### src/hw/rtl/kt_pkg.sv
// Shared types and constants for the Kendall tau-b merge-count engine.
package kt_pkg;

    // Fixed field widths on the stream ports.
    localparam int IN_KEY_W   = 32;
    localparam int S_TDATA_W  = 64;
    localparam int M_TDATA_W  = 96;
    localparam int TAU_W      = 32;
    localparam int SCORE_W    = 20;
    localparam int UNTIED_W   = 19;
    localparam int STATUS_W   = 2;

    // Tau is found from floor(S^2 * 2^62 / prod), then a square root.
    localparam int FRAC_SHIFT = 62;
    localparam int QUO_W      = 64;
    localparam int MAG_W      = 31;
    localparam logic [MAG_W-1:0] Q30_ONE = 31'h4000_0000;

    typedef enum logic [STATUS_W-1:0] {
        ST_OK       = 2'd0,
        ST_UNDEF    = 2'd1,
        ST_ORDER    = 2'd2,
        ST_OVERFLOW = 2'd3
    } status_t;

    typedef enum logic [3:0] {
        S_LOAD,
        S_PSTART,
        S_BLK,
        S_LDL,
        S_LDR,
        S_CMP,
        S_FILL,
        S_SCAN_RD,
        S_SCAN_ACC,
        S_MUL1,
        S_SCORE,
        S_MUL2,
        S_MUL3,
        S_ROOT_GO,
        S_ROOT,
        S_OUT
    } state_t;

    typedef enum logic [1:0] {
        R_IDLE,
        R_DIV,
        R_SQRT,
        R_DONE
    } root_state_t;

    // Result of the divide and square-root unit.
    typedef struct packed {
        logic             done;
        logic [MAG_W-1:0] mag;
    } root_res_t;

endpackage

### src/hw/rtl/kt_root_div.sv
// Iterative unit: restoring division of S^2 * 2^62 by the pair product,
// then a bit-pair square root, giving the rounded tau magnitude.
module kt_root_div #(
    parameter int PW = 22
) (
    input  logic                 clk,
    input  logic                 rst_n,
    input  logic                 start,
    input  logic [2*PW-1:0]      num,
    input  logic [2*PW-1:0]      den,
    output kt_pkg::root_res_t    res
);
    import kt_pkg::*;

    localparam int XW    = 2 * PW + FRAC_SHIFT;
    localparam int RW    = 2 * PW + 1;
    localparam int CNT_W = $clog2(XW + 1);

    root_state_t       state_reg, state_next;
    logic [XW-1:0]     dvd_reg, dvd_next;
    logic [RW-1:0]     rem_reg, rem_next;
    logic [2*PW-1:0]   den_reg, den_next;
    logic [QUO_W-1:0]  quo_reg, quo_next;
    logic [CNT_W-1:0]  cnt_reg, cnt_next;
    logic [QUO_W-1:0]  sq_num_reg, sq_num_next;
    logic [QUO_W-1:0]  sq_res_reg, sq_res_next;
    logic [QUO_W-1:0]  sq_bit_reg, sq_bit_next;

    logic [RW-1:0]     rem_sh;
    logic              q_bit;
    logic [QUO_W-1:0]  trial;
    logic [QUO_W:0]    res_p1;
    logic [QUO_W-1:0]  half;

    // One quotient bit per cycle.
    assign rem_sh = {rem_reg[RW-2:0], dvd_reg[XW-1]};
    assign q_bit  = (rem_sh >= {1'b0, den_reg});
    assign trial  = sq_res_reg + sq_bit_reg;

    // Halve the root, rounding to nearest, and clamp to one.
    assign res_p1 = {1'b0, sq_res_reg} + {{QUO_W{1'b0}}, 1'b1};
    assign half   = res_p1[QUO_W:1];

    always_comb
    begin
        res.done = (state_reg == R_DONE);
        if (half > {{(QUO_W-MAG_W){1'b0}}, Q30_ONE})
        begin
            res.mag = Q30_ONE;
        end
        else
        begin
            res.mag = half[MAG_W-1:0];
        end
    end

    // Next state.
    always_comb
    begin
        state_next = state_reg;
        unique case (state_reg)
            R_IDLE:
            begin
                if (start)
                begin
                    state_next = R_DIV;
                end
            end
            R_DIV:
            begin
                if (cnt_reg == CNT_W'(XW - 1))
                begin
                    state_next = R_SQRT;
                end
            end
            R_SQRT:
            begin
                if (sq_bit_reg == {{(QUO_W-1){1'b0}}, 1'b1})
                begin
                    state_next = R_DONE;
                end
            end
            R_DONE:
            begin
                state_next = R_IDLE;
            end
            default:
            begin
                state_next = R_IDLE;
            end
        endcase
    end

    // Datapath.
    always_comb
    begin
        dvd_next    = dvd_reg;
        rem_next    = rem_reg;
        den_next    = den_reg;
        quo_next    = quo_reg;
        cnt_next    = cnt_reg;
        sq_num_next = sq_num_reg;
        sq_res_next = sq_res_reg;
        sq_bit_next = sq_bit_reg;
        unique case (state_reg)
            R_IDLE:
            begin
                dvd_next = {num, {FRAC_SHIFT{1'b0}}};
                den_next = den;
                rem_next = '0;
                quo_next = '0;
                cnt_next = '0;
            end
            R_DIV:
            begin
                rem_next = q_bit ? (rem_sh - {1'b0, den_reg}) : rem_sh;
                dvd_next = {dvd_reg[XW-2:0], 1'b0};
                quo_next = {quo_reg[QUO_W-2:0], q_bit};
                cnt_next = cnt_reg + 1'b1;
                sq_num_next = {quo_reg[QUO_W-2:0], q_bit};
                sq_res_next = '0;
                sq_bit_next = {2'b01, {(QUO_W-2){1'b0}}};
            end
            R_SQRT:
            begin
                if (sq_num_reg >= trial)
                begin
                    sq_num_next = sq_num_reg - trial;
                    sq_res_next = (sq_res_reg >> 1) + sq_bit_reg;
                end
                else
                begin
                    sq_res_next = sq_res_reg >> 1;
                end
                sq_bit_next = sq_bit_reg >> 2;
            end
            R_DONE:
            begin
                cnt_next = '0;
            end
            default:
            begin
                cnt_next = '0;
            end
        endcase
    end

    always_ff @(posedge clk or negedge rst_n)
    begin
        if (!rst_n)
        begin
            state_reg <= R_IDLE;
            cnt_reg   <= '0;
        end
        else
        begin
            state_reg <= state_next;
            cnt_reg   <= cnt_next;
        end
    end

    always_ff @(posedge clk)
    begin
        dvd_reg    <= dvd_next;
        rem_reg    <= rem_next;
        den_reg    <= den_next;
        quo_reg    <= quo_next;
        sq_num_reg <= sq_num_next;
        sq_res_reg <= sq_res_next;
        sq_bit_reg <= sq_bit_next;
    end

endmodule

### config.mk
export PLATFORM = sky130hd
export DESIGN_NAME = kt_root_div
export DESIGN_NICKNAME = d
export VERILOG_FILES = /design/src/hw/rtl/kt_pkg.sv /design/src/hw/rtl/kt_root_div.sv
export SDC_FILE = /design/constraint.sdc
export NUM_CORES = 1
export LEC_CHECK = 0
export BUFFER_PORTS_ARGS = -buffer_cell sky130_fd_sc_hd__buf_2
export CORE_MARGIN = 2
export CORE_UTILIZATION = 40
export DETAILED_ROUTE_END_ITERATION = 10
export GPL_TIMING_DRIVEN = 0
export PLACE_DENSITY = 0.65
export SETUP_SLACK_MARGIN = 0.5
export SLEW_MARGIN = 20
export SYNTH_ARGS = -nofsm -noshare
export SYNTH_HDL_FRONTEND = slang
export SYNTH_SLANG_ARGS = --single-unit
### constraint.sdc
create_clock -name clk -period 8.3 [get_ports clk]
set_input_delay 0.83 -clock clk [delete_from_list [all_inputs] [get_ports clk]]
set_output_delay 0.83 -clock clk [all_outputs]
set_load 0.03 [all_outputs]
==> metrics, run 1 <==
initial core utilization=a little over 40%; Post-DP HPWL=roughly 63 mm; number of flops mapped to enable cells by yosys=between 300 and 400; Async S/R FF share, synth=~2.5%; 1st-iter DRT viols=roughly 1800; sequential-to-total area share from yosys stat=38.4%; simple-gate share of the synthesized area=19.6%; xor and xnor area share after synthesis=7.67%; detailed-route DRC error count=0; first-pass GRT wire length=around 130 mm; Compound-Gate Fraction of Synth Area=17.2%; share of cells above drive strength 1=between 10% and 20%; Final #Nets=about 3500; prevailing post-synth register cell=edfxtp_1; clk_skew=between 0.01 and 0.015 ns; clk sinks=about 360; post-synthesis mux area share=under 10%; arrival time worst endpoint=about 7.6 ns; commonest cells after routing, fill and taps aside=edfxtp_1, nor2_1, nand2_1; final period utilization=just under 90%; clock latency on the worst-skew pair=about 0.60 ns; status=finished, final reports clean; synthesized area=approximately 28000 um^2; Worst-Margin Slew=1.11 ns; Final Hold Vio Count=0; syn_area_per_cell=9.32 um^2; Slew Limit Headroom=between 20% and 30%; Total Routing Usage GR=21.7%; routed vias=between 20000 and 25000; grt total ovfl=0; Post-Route WL=81.6 mm; Data required, critical path=between 8 and 9 ns; worst setup path category=reg2reg; register area=about 11000 um^2; Hold-fix buffers, CTS=0; Die Height=270 um; Slew Viols, Final=0; H-tree lvl count=2; die extent in x=around 270 um; main combinational cell family by area after synthesis=simple AND/OR/NAND/NOR gates; commonest non-fill, non-tap cell in the layout=edfxtp_1; Final ANT Viol Nets=0; Placed Instance Area=about 30000 um^2; Max Cap Violations=0; clock period minus worst slack=around 7.3 ns; synthesized flop and latch total=around 360; area growth from synthesis to layout=12.4%; Mapped Cells=between 3000 and 4000; Ports=roughly 120; Pre-Repair DR Iteration Count=7; CP endpoint kind=flop; area of the multi-input gates=around 16000 um^2; RSZ-0062 raised after global routing=no; Final setup viols=0; Design Area, Final=31900 um^2; clk root buf=clkbuf_16; yosys warns=0; RR Startpoint=sq_res_reg[2]; initial antenna violation count=1; Longest Clk Path Bufs=3; CTS tree=done; wire length per cell=a little under 20 um; critical-path maximum fanout=21; Worst Hold Class=in2async; clock transition at the registers of the reported paths=0.06 ns; Post-Syn Nets=3314; CTS buffer count=45; Worst R2R End=sq_num_reg[9]; Synth Area in Adders=under 10%; Synth cell types=a little under 100; R2R setup slack=1.03 ns; IO Port Bufs=roughly 120; core outline area=roughly 70000 um^2; vias in the first global route=approximately 23000; RD Place Congestion=between 0.9 and 1; R2R depth=24; vias per inst=between 5 and 6; die area=73000 um^2; fill count=just under 7000; num rows=97; CP startpoint kind=flop; Max Clock Freq=roughly 140 MHz; largest net degree at the start of global routing=58
metal layers:
| layer | routed length [um] | global-route usage [%] | up-vias |
|---|---|---|---|
| met4 | 2130 | 6.39 | 0 |
| li1 | - | - | 11600 |
| met1 | 36900 | 29.6 | 11400 |
| met3 | 4850 | 3.14 | 133 |
| met2 | 37700 | 35.5 | 758 |
| met5 | 0 | 0 | - |
Yosys cell counts, types with 6 or more instances:
| cell | count | area (um^2) |
|---|---|---|
| dfrtp_1 | 9 | 225 |
| edfxtp_1 | 355 | 10700 |
| or4_1 | 6 | 45.0 |
| nor2_1 | 242 | 908 |
| or2_2 | 13 | 81.3 |
| o21bai_1 | 39 | 293 |
| o21ai_1 | 8 | 40.0 |
| nand2b_1 | 10 | 62.6 |
| mux2i_1 | 34 | 340 |
| xnor2_1 | 133 | 1160 |
| o2111ai_1 | 6 | 52.6 |
| inv_1 | 111 | 417 |
| o22ai_1 | 7 | 43.8 |
| nand3_1 | 84 | 420 |
| o211ai_1 | 17 | 128 |
| a21o_1 | 55 | 413 |
| a21oi_1 | 206 | 1030 |
| xor2_1 | 115 | 1010 |
| a211oi_1 | 51 | 383 |
| clkbuf_1 | 135 | 507 |
| and3_1 | 45 | 282 |
| nand2_1 | 241 | 905 |
| nor2_2 | 27 | 169 |
| mux2_2 | 92 | 1040 |
| o221ai_1 | 6 | 52.6 |
| buf_2 | 16 | 80.1 |
| o21ai_0 | 157 | 786 |
| or3_1 | 25 | 156 |
| nor4_1 | 22 | 138 |
| and4_1 | 23 | 201 |
| o31ai_1 | 23 | 173 |
| o31a_1 | 7 | 61.3 |
| nor3_1 | 48 | 240 |
| nor2b_1 | 40 | 250 |
| a21boi_0 | 6 | 45.0 |
| buf_1 | 7 | 26.3 |
| a31o_2 | 17 | 149 |
| nand4_1 | 90 | 563 |
| buf_6 | 7 | 78.8 |
| and2_1 | 113 | 707 |
| a31oi_1 | 70 | 438 |
| ha_1 | 182 | 2280 |
| o21a_1 | 31 | 233 |
layout make-up:
class | count | area share [%]
Antenna cell | 1 | 0.00786
Buffer | 170 | 2.30
Clock buffer | 54 | 3.64
Clock inverter | 28 | 1.03
Inverter | 113 | 1.33
Multi-Input combinational cell | 2392 | 51.3
Sequential cell | 364 | 34.2
Tap cell | 940 | 3.69
Timing Repair Buffer | 129 | 2.50
worst max-delay path: stages, from the launching register on:
cell,delay (ns)
edfxtp_1,0.45
ha_1,0.37
a31oi_1,0.16
a211oi_1,0.43
a21oi_1,0.27
o31ai_1,0.57
a31oi_1,0.32
a21o_1,0.32
o21ai_0,0.27
a31oi_1,0.14
xnor2_1,0.21
ha_1,0.30
clkbuf_1,0.31
nand2_1,0.13
o21a_1,0.24
o21a_1,0.11
o21ai_0,0.19
o21ai_0,0.19
a21oi_4,0.38
buf_2,0.32
clkbuf_2,0.34
nand2_1,0.17
o21ai_4,0.30
buf_16,0.24
buf_16,0.19
worst max path at each step:
stage	startpoint	to	slack [ns]	cells past startpoint
6_report	sq_res_reg[2]	sq_num_reg[9]	1.03	24
5_1_grt	sq_res_reg[2]	sq_num_reg[10]	0.61	23
4_1_cts	sq_res_reg[2]	sq_num_reg[10]	0.59	23
3_5_place_dp	sq_res_reg[2]	sq_num_reg[14]	0.63	23
3_3_place_gp	sq_res_reg[2]	sq_num_reg[16]	-2.44	21
2_1_floorplan	sq_res_reg[2]	sq_num_reg[0]	0.82	21
logic make-up (layout without fill, tap and decap cells):
logic type               count (synthesis)  after routing
other                                    0              1
AND/OR/NAND/NOR                       1069           1069
XOR/XNOR                               248            248
AO/OA/AOI/OAI                          764            764
multiplexers                           127            127
adder cells (fa/ha/maj)                184            184
flip-flops                             364            364
buffers and inverters                  283            494
timing repair:
action / CTS / global route
endpoints found under the setup margin: 0 / 64
endpoints found under the hold margin: 0 / 0
buffers inserted: 0 / 0
resized for setup: 0 / 4
through the flow:
stage,hold slack [ns],setup slack (ns),utilization (%),setup TNS (ns),cells
floorplan,0.479,0.825,-,0,3039
global placement,0.515,-2.44,43.0,-155.80,4101
detailed placement,0.528,0.625,43.3,0,4108
CTS,0.0479,0.588,45.5,0,4190
global route,0.0646,0.614,45.5,0,4191
finish,0.0740,1.03,45.5,0,4191
Power of run 1 is left out: the tool's default activity adds up to more than one toggle a clock period on the data nets, which glitch-free logic cannot reach.
==> run 2, diff against run 1 <==
--- a/config.mk
+++ b/config.mk
@@ -11,6 +11,7 @@
 export DETAILED_ROUTE_END_ITERATION = 10
 export GPL_TIMING_DRIVEN = 0
 export PLACE_DENSITY = 0.65
+export RECOVER_POWER = 100
 export SETUP_SLACK_MARGIN = 0.5
 export SLEW_MARGIN = 20
 export SYNTH_ARGS = -nofsm -noshare
==> run 2 against run 1 <==
Compared with the run above: the flow now finishes with violations (max-capacitance violations, max-slew violations); clock skew down 0.00069 ns; worst hold slack gained 0.086 ns; maximum frequency is 1.2% lower; first-iteration DRC count is 2.7% higher; routed wire length is essentially flat; final area shrank 0.62%; critical path depth did not move; worst setup slack worse by 0.085 ns; die area did not move; clock-buffer cell count did not move; utilization down 0.28 points; global-route usage did not move; largest cell class unchanged; highest routed layer unchanged.
==> metrics, run 2 (same netlist as run 1, synthesis figures left out) <==
Final ANT Viol Nets=0 (unchanged); Final Hold Vio Count=0 (unchanged); clock period minus worst slack=7.36 ns (+0.0853 ns); Pre-Repair DR Iteration Count=7 (unchanged); Post-DP HPWL=63.0 mm (unchanged); Post-Place Setup Slack=0.625 ns (unchanged); vias in the first global route=22800 (unchanged); Crit path buffers/inverters=5 (unchanged); RSZ-0062 raised after global routing=no; detailed-route DRC error count=0 (unchanged); Total Routing Usage GR=21.7% (unchanged); Slew Viols, Final=198 (+198); Max Clock Freq=136 MHz (-1.2%); post-CTS setup buffers=0 (unchanged); clk sinks=364 (unchanged); routed vias=24000 (+0.071%); status=finished, violations left; area growth from synthesis to layout=11.7%; Slew Limit Headroom=-105% (-130 points); delay of the slowest critical-path stage=0.56 ns (about the same); die extent in x=270 um (unchanged); Crit path depth=24 (unchanged); CTS tree=done; Max Cap Violations=4 (+4); initial antenna violation count=1 (unchanged); share of cells above drive strength 1=10.6% (-1.8 points); Final #Nets=3490 (unchanged); IO Port Bufs=122 (unchanged); first-pass GRT wire length=126 mm (unchanged); Data required, critical path=8.60 ns (about the same); violated checks=max-capacitance violations, max-slew violations; initial core utilization=40.5% (unchanged); Setup TNS=0 ns (unchanged); Worst Hold Class=in2async; num rows=97 (unchanged); CTS buffer count=45 (unchanged); Worst R2R End=sq_num_reg[9]; CP startpoint kind=flop; Worst-Margin Slew=3.07 ns (+1.96 ns); critical-path maximum fanout=21 (unchanged); CP delay by family, top=compound AO/OA/AOI/OAI gates; commonest non-fill, non-tap cell in the layout=edfxtp_1; largest net degree at the start of global routing=58 (unchanged); wire length per cell=19.5 um (about the same); slowest CP cell=o31ai_1; final period utilization=88.7% (+1.0 points); fill count=6786 (+0.77%); worst setup path category=reg2reg; Final Worst Setup Slack=0.941 ns (-0.0853 ns); Final setup viols=0 (unchanged); Die Height=270 um (unchanged); clk_skew=0.0123 ns (-0.000691 ns); clk root buf=clkbuf_16; arrival time worst endpoint=7.66 ns (+0.09 ns); clock latency on the worst-skew pair=0.60 ns (about the same); CP endpoint kind=flop; commonest cells after routing, fill and taps aside=edfxtp_1, nor2_1, nand2_1; RD Place Congestion=0.941 (unchanged); RR Startpoint=sq_res_reg[2]; Longest Clk Path Bufs=3 (unchanged); core outline area=70000 um^2 (unchanged); vias per inst=5.72 (about the same); grt total ovfl=0 (unchanged); clock transition at the registers of the reported paths=0.06 ns (about the same); die area=73000 um^2 (unchanged); H-tree lvl count=2 (unchanged); Ports=123 (unchanged); CP Cell Sequence=ha_1 > a31oi_1 > a211oi_1 > a21oi_1 > o31ai_1 > a31oi_1 > a21o_1 > o21ai_0 > a31oi_1 > xnor2_1 > ha_1 > clkbuf_1 > nand2_1 > o21a_1 > o21a_1 > o21ai_0 > o21ai_0 > a21oi_4 > buf_2 > clkbuf_2 > nand2_1 > o21ai_2 > buf_16 > buf_16; R2R depth=24 (unchanged); R2R setup slack=0.94 ns (-0.09 ns); 1st-iter DRT viols=1837 (+2.7%); Post-Route WL=81.7 mm (about the same)
-- run 2: changes by cell type in the layout (fill, tap and decap cells not counted), moves of 7 or more --
cell / before / now
clkbuf_1: 143 / 187
mux2_2: 92 / 85
and2_0: 1 / 62
mux2_1: 0 / 7
buf_2: 139 / 100
and2_1: 113 / 52
-- run 2: what timing repair did --
action                                  4_1_cts  5_1_grt
endpoints found under the setup margin        0       64
hold buffers                                  0        0
resized for setup                             0        4
-- run 2: area by class of cell --
type | count | area (um^2) | area share (%)
Multi-Input combinational cell | 2392 | 16300 | 51.5
Clock inverter | 28 | 327 | 1.03
Tap cell | 940 | 1180 | 3.72
Antenna cell | 1 | 2.50 | 0.00791
Timing Repair Buffer | 129 | 682 | 2.15
Sequential cell | 364 | 10900 | 34.4
Clock buffer | 54 | 1160 | 3.66
Buffer | 170 | 704 | 2.23
Inverter | 113 | 424 | 1.34
-- run 2: worst max-delay path by stage --
stage | start | end | slack, ns
final | sq_res_reg[2] | sq_num_reg[9] | 0.94
after global routing | sq_res_reg[2] | sq_num_reg[10] | 0.32
after CTS | sq_res_reg[2] | sq_num_reg[10] | 0.59
after detailed placement | sq_res_reg[2] | sq_num_reg[14] | 0.63
after global placement | sq_res_reg[2] | sq_num_reg[16] | -2.44
after floorplan | sq_res_reg[2] | sq_num_reg[0] | 0.82
-- run 2: per-layer routing --
metal	global-route usage (%)	routed length, um	vias to the layer above
met5	0	0	-
met4	6.39	2500	0
met3	3.14	5000	148
met2	35.5	37600	790
met1	29.6	36600	11400
li1	-	-	11600
-- run 2: through the flow --
step                      utilization [%]  cell area, um^2  hold slack (ns)  std cells
after floorplan                         -            28300            0.479       3039
after global placement               43.0            30100            0.515       4101
after detailed placement             43.3            30400            0.528       4108
after CTS                            45.5            31800           0.0479       4190
after global routing                 45.2            31700            0.184       4191
final                                45.2            31700            0.160       4191
Power of run 2 is left out for the same reason.
